$ cat src/design/pcgbr_pkg.sv
package pcgbr_pkg;

  // LCG constants
  localparam logic [63:0] PCG_MULT        = 64'd6364136223846793005;
  localparam logic [63:0] PCG_RESET_STATE = 64'd359;
  localparam logic [63:0] PCG_RESET_INC   = 64'd953;

  // XSH-RR shift amounts
  localparam int unsigned XS_SHIFT1 = 18;
  localparam int unsigned XS_SHIFT2 = 27;
  localparam int unsigned ROT_SHIFT = 59;

  // restoring divider: one quotient bit per cycle
  localparam int unsigned DIV_STEPS = 32;
  localparam int unsigned DIV_CNT_W = $clog2(DIV_STEPS);

  typedef enum logic [1:0] {
    OP_SEED   = 2'd0,
    OP_DRAW32 = 2'd1,
    OP_RANGE  = 2'd2,
    OP_DRAW64 = 2'd3
  } opcode_e;

  typedef enum logic [3:0] {
    ST_IDLE,
    ST_MUL0,
    ST_MUL1,
    ST_MUL2,
    ST_MUL3,
    ST_ADD,
    ST_SEED_ADD,
    ST_TAIL,
    ST_MOD,
    ST_DONE
  } fsm_e;

  // XSH-RR output permutation of the pre-step state
  function automatic logic [31:0] xsh_rr(input logic [63:0] s);
    logic [63:0] mix;
    logic [31:0] xs;
    logic [4:0]  rot;
    logic [63:0] dbl;
    mix = (s >> XS_SHIFT1) ^ s;
    xs  = 32'(mix >> XS_SHIFT2);
    rot = 5'(s >> ROT_SHIFT);
    dbl = {xs, xs} >> rot;
    return dbl[31:0];
  endfunction

endpackage

$ cat src/design/pcg32_bounded_random_top.sv
// draw32 takes one generator step, draw64 two, seed two with the seed added between;
//   a step runs MUL0-MUL3 and ADD on a single shared 32x32 multiplier.
// Range draw: tail pass, a step per try, modulo pass (two radix-2 divider passes);
//   width 1 takes no step, widths 2 and 2^32 one. One request at a time.
// Reset (rst_ni low, async): state 359, increment 953, FSM idle, no result held.
module pcg32_bounded_random_top
  import pcgbr_pkg::*;
(
  input  logic        clk_i,
  input  logic        rst_ni,
  input  logic        in_valid_i,
  output logic        in_ready_o,
  input  logic [1:0]  opcode_i,
  input  logic [63:0] seed_value_i,
  input  logic [62:0] stream_id_i,
  input  logic [31:0] range_low_i,
  input  logic [31:0] range_high_i,
  output logic        out_valid_o,
  input  logic        out_ready_i,
  output logic [63:0] random_value_o
);

  localparam logic [31:0] MULT_LO = PCG_MULT[31:0];
  localparam logic [31:0] MULT_HI = PCG_MULT[63:32];
  localparam logic [DIV_CNT_W-1:0] DIV_LAST = DIV_CNT_W'(DIV_STEPS - 1);

  fsm_e fsm_q, fsm_d;

  // generator state
  logic [63:0] lcg_state_q;
  logic [63:0] lcg_inc_q;

  // request context
  opcode_e     op_q;
  logic [63:0] seed_q;
  logic [31:0] lo_q;
  logic [31:0] width_q;
  logic        second_q;   // second LCG step of seed / draw64

  // step datapath
  logic [63:0] prod_q;
  logic [63:0] acc_q;
  logic [31:0] draw_q;
  logic [31:0] mul_a, mul_b;
  logic [63:0] mul_p;

  // divider
  logic [31:0]          div_n_q;
  logic [31:0]          div_r_q;
  logic [DIV_CNT_W-1:0] div_cnt_q;
  logic [32:0]          div_shift;
  logic                 div_ge;
  logic [31:0]          div_r_nx;
  logic [31:0]          tail_q;

  // result
  logic [63:0] res_q;
  logic [63:0] out_value_q;
  logic        out_valid_q;

  logic        in_acc;
  logic        out_load;
  logic        is_reject;
  logic [31:0] rng_lo, rng_hi, rng_width;

  // ---------------------------------------------------------------------------
  // Request decode: order the bounds and form the range width (wraps to 0 for
  // the full 32-bit range).
  // ---------------------------------------------------------------------------
  assign in_acc    = in_valid_i && in_ready_o;
  assign rng_lo    = (range_low_i > range_high_i) ? range_high_i : range_low_i;
  assign rng_hi    = (range_low_i > range_high_i) ? range_low_i : range_high_i;
  assign rng_width = rng_hi - rng_lo + 32'd1;

  // draw falls in the biased tail and must be redrawn
  assign is_reject = draw_q < tail_q;

  // Result register may take a new value when empty or being drained.
  assign out_load = (fsm_q == ST_DONE) && (!out_valid_q || out_ready_i);

  // ---------------------------------------------------------------------------
  // Shared 32x32 multiplier. Low 64 bits of state*MULT are built as
  //   lo*lo + (hi*lo << 32) + (lo*hi << 32), one partial product per cycle.
  // ---------------------------------------------------------------------------
  assign mul_p = 64'(mul_a) * 64'(mul_b);

  // Radix-2 restoring divider step: remainder of div_n_q by width_q.
  assign div_shift = {div_r_q, div_n_q[31]};
  assign div_ge    = div_shift >= {1'b0, width_q};
  assign div_r_nx  = div_ge ? 32'(div_shift - {1'b0, width_q}) : div_shift[31:0];

  // ---------------------------------------------------------------------------
  // Next-state logic
  // ---------------------------------------------------------------------------
  always_comb begin
    fsm_d = fsm_q;
    unique case (fsm_q)
      ST_IDLE: begin
        if (in_acc) begin
          if (opcode_e'(opcode_i) == OP_RANGE) begin
            if (rng_width == 32'd1) begin
              fsm_d = ST_DONE;
            end else if (rng_width == 32'd0 || rng_width == 32'd2) begin
              fsm_d = ST_MUL0;
            end else begin
              fsm_d = ST_TAIL;
            end
          end else begin
            fsm_d = ST_MUL0;
          end
        end
      end
      ST_MUL0: fsm_d = ST_MUL1;
      ST_MUL1: fsm_d = ST_MUL2;
      ST_MUL2: fsm_d = ST_MUL3;
      ST_MUL3: fsm_d = ST_ADD;
      ST_ADD: begin
        unique case (op_q)
          OP_SEED:   fsm_d = second_q ? ST_DONE : ST_SEED_ADD;
          OP_DRAW32: fsm_d = ST_DONE;
          OP_DRAW64: fsm_d = second_q ? ST_DONE : ST_MUL0;
          OP_RANGE: begin
            if (width_q == 32'd0 || width_q == 32'd2) begin
              fsm_d = ST_DONE;
            end else if (is_reject) begin
              fsm_d = ST_MUL0;
            end else begin
              fsm_d = ST_MOD;
            end
          end
          default: fsm_d = ST_DONE;
        endcase
      end
      ST_SEED_ADD: fsm_d = ST_MUL0;
      ST_TAIL:     fsm_d = (div_cnt_q == DIV_LAST) ? ST_MUL0 : ST_TAIL;
      ST_MOD:      fsm_d = (div_cnt_q == DIV_LAST) ? ST_DONE : ST_MOD;
      ST_DONE:     fsm_d = out_load ? ST_IDLE : ST_DONE;
      default:     fsm_d = ST_IDLE;
    endcase
  end

  // ---------------------------------------------------------------------------
  // Output / control decode
  // ---------------------------------------------------------------------------
  always_comb begin
    in_ready_o = (fsm_q == ST_IDLE);
    mul_a      = lcg_state_q[31:0];
    mul_b      = MULT_LO;
    unique case (fsm_q)
      ST_MUL1: mul_a = lcg_state_q[63:32];
      ST_MUL2: mul_b = MULT_HI;
      default: ;
    endcase
  end

  assign out_valid_o    = out_valid_q;
  assign random_value_o = out_value_q;

  // ---------------------------------------------------------------------------
  // Control and generator state registers
  // ---------------------------------------------------------------------------
  always_ff @(posedge clk_i or negedge rst_ni) begin
    if (!rst_ni) begin
      fsm_q       <= ST_IDLE;
      out_valid_q <= 1'b0;
      lcg_state_q <= PCG_RESET_STATE;
      lcg_inc_q   <= PCG_RESET_INC;
    end else begin
      fsm_q <= fsm_d;
      if (out_load) begin
        out_valid_q <= 1'b1;
      end else if (out_ready_i) begin
        out_valid_q <= 1'b0;
      end
      if (in_acc && opcode_e'(opcode_i) == OP_SEED) begin
        lcg_state_q <= 64'd0;
        lcg_inc_q   <= {stream_id_i, 1'b1};
      end else if (fsm_q == ST_ADD) begin
        lcg_state_q <= acc_q + lcg_inc_q;
      end else if (fsm_q == ST_SEED_ADD) begin
        lcg_state_q <= lcg_state_q + seed_q;
      end
    end
  end

  // ---------------------------------------------------------------------------
  // Datapath registers
  // ---------------------------------------------------------------------------
  always_ff @(posedge clk_i) begin
    if (out_load) begin
      out_value_q <= res_q;
    end
    unique case (fsm_q)
      ST_IDLE: begin
        if (in_acc) begin
          op_q      <= opcode_e'(opcode_i);
          seed_q    <= seed_value_i;
          lo_q      <= rng_lo;
          width_q   <= rng_width;
          second_q  <= 1'b0;
          div_n_q   <= 32'd0 - rng_width;
          div_r_q   <= 32'd0;
          div_cnt_q <= '0;
          res_q     <= (opcode_e'(opcode_i) == OP_RANGE && rng_width == 32'd1) ?
                       {32'd0, rng_lo} : 64'd0;
        end
      end
      ST_MUL0: begin
        draw_q <= xsh_rr(lcg_state_q);
        prod_q <= mul_p;
      end
      ST_MUL1: begin
        acc_q  <= prod_q;
        prod_q <= mul_p;
      end
      ST_MUL2: begin
        acc_q  <= acc_q + {prod_q[31:0], 32'd0};
        prod_q <= mul_p;
      end
      ST_MUL3: begin
        acc_q <= acc_q + {prod_q[31:0], 32'd0};
      end
      ST_ADD: begin
        unique case (op_q)
          OP_SEED: second_q <= 1'b1;
          OP_DRAW32: res_q <= {32'd0, draw_q};
          OP_DRAW64: begin
            if (!second_q) begin
              res_q[63:32] <= draw_q;
              second_q     <= 1'b1;
            end else begin
              res_q[31:0] <= draw_q;
            end
          end
          OP_RANGE: begin
            if (width_q == 32'd0) begin
              res_q <= {32'd0, draw_q};
            end else if (width_q == 32'd2) begin
              res_q <= {32'd0, lo_q + {31'd0, draw_q[0]}};
            end else if (!is_reject) begin
              div_n_q   <= draw_q;
              div_r_q   <= 32'd0;
              div_cnt_q <= '0;
            end
          end
          default: ;
        endcase
      end
      ST_TAIL: begin
        div_n_q   <= {div_n_q[30:0], 1'b0};
        div_r_q   <= div_r_nx;
        div_cnt_q <= div_cnt_q + 1'b1;
        if (div_cnt_q == DIV_LAST) begin
          tail_q <= div_r_nx;
        end
      end
      ST_MOD: begin
        div_n_q   <= {div_n_q[30:0], 1'b0};
        div_r_q   <= div_r_nx;
        div_cnt_q <= div_cnt_q + 1'b1;
        if (div_cnt_q == DIV_LAST) begin
          res_q <= {32'd0, lo_q + div_r_nx};
        end
      end
      default: ;
    endcase
  end

  // ---------------------------------------------------------------------------
  // Assertions
  // ---------------------------------------------------------------------------
  a_busy_after_req: assert property (@(posedge clk_i) disable iff (!rst_ni)
    in_acc |=> !in_ready_o)
    else $error("accepted a request but stayed ready");

  a_inc_odd: assert property (@(posedge clk_i) disable iff (!rst_ni)
    lcg_inc_q[0])
    else $error("LCG increment became even");

  a_div_rem_bound: assert property (@(posedge clk_i) disable iff (!rst_ni)
    (fsm_q == ST_TAIL || fsm_q == ST_MOD) |-> (div_r_q < width_q))
    else $error("divider remainder not below divisor");

  a_done_holds: assert property (@(posedge clk_i) disable iff (!rst_ni)
    (fsm_q == ST_DONE && out_valid_q && !out_ready_i) |=> (fsm_q == ST_DONE))
    else $error("result dropped while output stalled");

endmodule

$ cat config.mk
export PLATFORM = sky130hd
export DESIGN_NAME = pcg32_bounded_random_top
export DESIGN_NICKNAME = d
export VERILOG_FILES = /design/src/design/pcgbr_pkg.sv /design/src/design/pcg32_bounded_random_top.sv
export SDC_FILE = /design/constraint.sdc
export NUM_CORES = 2
export LEC_CHECK = 0
export BUFFER_PORTS_ARGS = -buffer_cell sky130_fd_sc_hd__buf_4
export CAP_MARGIN = 20
export CORE_UTILIZATION = 58
export CTS_CLUSTER_DIAMETER = 120
export DETAILED_ROUTE_END_ITERATION = 10
export PLACE_DENSITY_LB_ADDON = 0.25
export SLEW_MARGIN = 15
export SYNTH_ARGS = -nofsm -noshare
export SYNTH_HDL_FRONTEND = slang
export SYNTH_SLANG_ARGS = --single-unit
$ cat constraint.sdc
create_clock -name clk_i -period 10.71 [get_ports clk_i]
set_clock_uncertainty 0.1 [all_clocks]
set_input_delay 1.071 -clock clk_i [delete_from_list [all_inputs] [get_ports clk_i]]
set_output_delay 1.071 -clock clk_i [all_outputs]
set_load 0.03 [all_outputs]
* Word-level counts from Yosys, hierarchy flattened
Cells that the tools add are included.
Word-level totals: memory bits (writable) 0, logic and storage cells 146, memory bits (read-only) 0, memories 0, bits of input ports 197, latch bits 0, register bits after elaboration 652, output and inout port bits 66
Cells by class: muxes and demuxes 54, divide/modulo/power cells 0, order comparisons 3, reductions and logical operators 29, shifts and indexed selects 1, bitwise operators 1, multipliers 1, add/subtract/negate cells 10, eq/ne operators 28
Operator list (number):
- two-way mux 32 bit | 17
- two-way mux 64 bit | 7
- one-hot mux 64 bit (3 select lines) | 2
- adder 64 bit | 3
- one-hot mux 32 bit (3 select lines) | 2
- one-hot mux 64 bit (2 select lines) | 1
- == test 32 x 2 -> 1 bit, second input constant | 2
- logical NOT 32 bit | 2
- multiplier 32 x 32 -> 64 bit | 1
- >> shifter 64 x 5 -> 32 bit | 1
- subtractor 32 bit | 2
- bitwise XOR 46 x 59 -> 59 bit | 1
- one-hot mux 4 bit (10 select lines) | 1
- >= comparator 33 x 32 -> 1 bit | 1
- adder 32 x 1 -> 32 bit | 1
- adder 32 x 1 -> 32 bit, second input constant | 1
- adder 32 bit | 1
- == test 32 x 1 -> 1 bit, second input constant | 1
- greater-than comparator 32 bit | 1
- < comparator 32 bit | 1
- two-way mux 4 bit | 8
- subtractor 1 x 32 -> 32 bit, first input constant | 1
- two-way mux 29 bit | 1
- two-way mux 5 bit | 5
- other kinds (30) | 63

* Logic depth before layout (Yosys ltp)
word-level depth 11, gate-level depth with buffers 38, depth with buffers taken out 36

* Worst setup path after synthesis
OpenSTA, ideal clock, no wires.
path kind reg2reg, from reg fsm_q[3], to reg prod_q[63] (data pin), library setup time 0.262 ns, data required time 10.348 ns, buffers on the path 6, clock period less this slack 10.546 ns, data arrival time 10.184 ns, setup slack 0.164 ns, cell stages (with the launch flop) 37, path through dfrtp_1 clkbuf_1 or2_2 nor3b_1 clkbuf_1 buf_2 buf_2 buf_2 mux2i_1 inv_1 fa_1 inv_1 fa_1 inv_1 fa_1 inv_1 fa_1 inv_1 fa_1 fa_1 fa_1 inv_1 fa_1 inv_1 ha_1 buf_2 and3_1 nand2_1 nor2_1 nand4_1 o221a_2 a2111oi_2 o41ai_1 or4_1 o311ai_1 o221ai_1 xnor2_1
On the way: cells in the longest elaborated chain, start to end 3, elaborated cells between the ends (all ways) 5, classes of those cells mul (1); eq/ne (2); mux (2)
Ends and longest elaborated chain:
- start, declared | line pcg32_bounded_random_top.sv:27 | fsm_e fsm_q, fsm_d;
- start signal, assigned | line pcg32_bounded_random_top.sv:169 | fsm_q <= fsm_d;
- == test 4 x 2 -> 1 bit | line pcg32_bounded_random_top.sv:149 | unique case (fsm_q)
- two-way mux 32 bit or two-way mux 29 bit (tied branches) | line pcg32_bounded_random_top.sv:149
- multiplier 32 x 32 -> 64 bit * | line pcg32_bounded_random_top.sv:85 | assign mul_p = 64'(mul_a) * 64'(mul_b);
- named net mul_p[63] | line pcg32_bounded_random_top.sv:45 | logic [63:0] mul_p;
- end signal, assigned | line pcg32_bounded_random_top.sv:210 | prod_q <= mul_p;
- end signal, assigned | line pcg32_bounded_random_top.sv:214 | prod_q <= mul_p;
- end signal, assigned | line pcg32_bounded_random_top.sv:218 | prod_q <= mul_p;
- end, declared | line pcg32_bounded_random_top.sv:41 | logic [63:0] prod_q;
The timed path passes the listed nets; every way through them passes the cells marked *. A chain may end at the register's enable or synchronous reset.

* Final worst setup path
from reg fsm_q[2], to reg prod_q[63] (data pin)
Same word-level chain as after synthesis.

==> flow_metrics.env <==
export IMPL_outcome="finished, violations left"
export IMPL_violations="DRC"
export IMPL_coreArea_um2=112000
export IMPL_placed_area_um2=69700
export IMPL_grt_first_pass_wirelength_um=323000
export IMPL_crit_required_ps=11010
export IMPL_grt_overflow_total=0
export IMPL_die_w_um=338
export IMPL_synth_edf_count=520
export IMPL_firstDrtPassIters=11
export IMPL_cp_slowest_stage_delay_ps=640
export IMPL_hold_slack_ps=317
export IMPL_rsz0062_at_grt="no"
export IMPL_synth_avg_cell_area_um2=9.82
export IMPL_drc=4
export IMPL_yosys_cell_types_count=108
export IMPL_crit_buf_inv=4
export IMPL_numClockSinks=652
export IMPL_synth_top_cell_area_share_pct=23.8
export IMPL_antenna_left=0
export IMPL_antenna_found_initial=8
export IMPL_clk_pin_slew_ps=60
export IMPL_seq_area_frac_synth_pct=28.8
export IMPL_start_util_pct=58.4
export IMPL_wl_met3_um=19700
export IMPL_yosys_most_used_dff="edfxtp_1"
export IMPL_ys_top_cells_by_area="edfxtp_1 24%, fa_1 16%, ha_1 14%"
export IMPL_critPathSlowestCell="nor2_1"
export IMPL_design_area_um2=72400
export IMPL_crit_path_start_kind="register"
export IMPL_crit_fanout=33
export IMPL_via_count=52000
export IMPL_crit_family="adder cells"
export IMPL_finalSetupViolations=0
export IMPL_slew_viol_final=0
export IMPL_yosysWarnings=0
export IMPL_drt_iter0_markers=5702
export IMPL_layout_cells_most_common="inv_1"
export IMPL_async_reset_ff_share_pct=20.2
export IMPL_drive_gt1_share_pct=9.86
export IMPL_wirelength_um=218000
export IMPL_arrival_ps=10560
export IMPL_max_slew_margin_pct=12.0
export IMPL_fmax_mhz=97.5
export IMPL_clockBufferDepth=3
export IMPL_grt_usage_pct=37.9
export IMPL_gp_congestion=1.05
export IMPL_period_needed_ps=10260
export IMPL_top_layer="met5"
export IMPL_final_cell_mix="939 x inv_1, 746 x ha_1, 540 x fa_1"
export IMPL_routedLengthMet1_um=87800
export IMPL_rows=123
export IMPL_path_common_cell="fa_1"
export IMPL_yosysTopAreaCell="edfxtp_1"
export IMPL_worst_r2r_cell_count=28
export IMPL_finalHoldViolCount=0
export IMPL_max_cap_viol_count=0
export IMPL_port_buffers=262
export IMPL_fp_dieArea_um2=115000
export IMPL_path_depth=28
export IMPL_tritoncts="done"
export IMPL_postSynthCellCount=6683
export IMPL_final_util_pct=64.5
export IMPL_wire_per_inst_um=25.6
export IMPL_wl_met2_um=97000
export IMPL_cts_buffers=76
export IMPL_post_route_period_util_pct=95.8
export IMPL_dieHeight_um=338
export IMPL_hpwlAfterDp_um=181000
export IMPL_hold_path_class="register to register"
export IMPL_grt_pass1_vias=51200
export IMPL_clk_latency_ps=680
export IMPL_ys_ff_latch=652
export IMPL_worstSetupPathType="register to register"
export IMPL_endpoint_kind="register"
export IMPL_avgViaCountPerCell=6.10
export IMPL_cts_htree_levels=3
export IMPL_worstMarginPinSlew_ps=1310
export IMPL_whs_path_depth=0
export IMPL_area_growth_pct=10.3
export IMPL_setup_tns_ps=0
export IMPL_cts_root_buffer="clkbuf_16"
export IMPL_grt_max_degree=123
export IMPL_ioPinCount=263
export IMPL_post_cts_buffers=0
export IMPL_synth_area_um2=65600
export IMPL_final_nets=8435
## synthesized netlist by cell type (55+ instances only)
cell type	number
inv_1	941
ha_1	746
fa_1	540
edfxtp_1	520
nand2_1	484
o21ai_0	428
nor2_1	389
a21oi_1	383
xnor2_1	232
a21o_1	198
clkbuf_1	165
xor2_1	132
dfrtp_1	120
mux2_2	101
nand3_1	100
nand4_1	95
and2_1	92
mux2i_1	85
and3_1	82
nor3_1	79
nand2b_1	61
a22oi_1	58
o21bai_1	55
## worst paths after layout
path	start	to	slack (ps)
hold / removal	res_q[10]	random_value_o[10]	320
min in group asynchronous	rst_ni	lcg_inc_q[47]	350
setup reg to reg	fsm_q[2]	prod_q[63]	450
hold reg to reg	res_q[10]	random_value_o[10]	320
max in group asynchronous	rst_ni	lcg_inc_q[12]	8860
setup / recovery	fsm_q[2]	prod_q[63]	450
## flip-flops by register name, summed over array words and instances, names as in the netlist
signal and cells:
acc_q 64, lcg_state_q 64, prod_q 64, random_value_o 64, res_q 64, seed_q 64
lcg_inc_q 63, div_n_q 32, div_r_q 32, draw_q 32, lo_q 32, tail_q 32
width_q 32, div_cnt_q 5, fsm_q 4, op_q 2, out_valid_o 1, second_q 1
## routing by layer
metal | vias to the layer above | track usage (%)
li1 | 23700 | -
met1 | 25500 | 51.0
met2 | 2329 | 58.3
met3 | 467 | 7.55
met4 | 6 | 19.8
met5 | - | 0
## area by class of cell
type                    count  area (µm²)
clock inverters            43         581
diodes                      6        15.0
multi-input cells        4904       42600
well taps                1500        1880
repair buffers            371        2850
fillers                  9263       39900
inverters                 947        3560
clock buffers              98        2050
flip-flops and latches    652       18900
## cell families after synthesis
kind of cell,count (synthesis),share of synthesized area (%)
AO/OA/AOI/OAI,1482,14.4
XOR/XNOR,364,4.86
adder cells (fa/ha/maj),1286,30.7
buffers and inverters,1156,6.69
flip-flops,652,28.8
multiplexers,190,3.17
other,2,0.0114
AND/OR/NAND/NOR,1551,11.4
## through the flow
stage               setup slack (ps)  std cells
finish                           450       8521
global route                     135       8517
CTS                              283       8514
detailed placement               341       8373
global placement                 490       8372
floorplan                        164       6712
## repair_timing
item                                    4_1_cts  5_1_grt
gates resized for setup                       0        2
endpoints found under the setup margin        0        4
hold endpoints to repair                      0        0
hold buffers                                  0        0
Power is not shown: default switching activity piles up to over one toggle a cycle in this logic, so the estimate is an artifact.
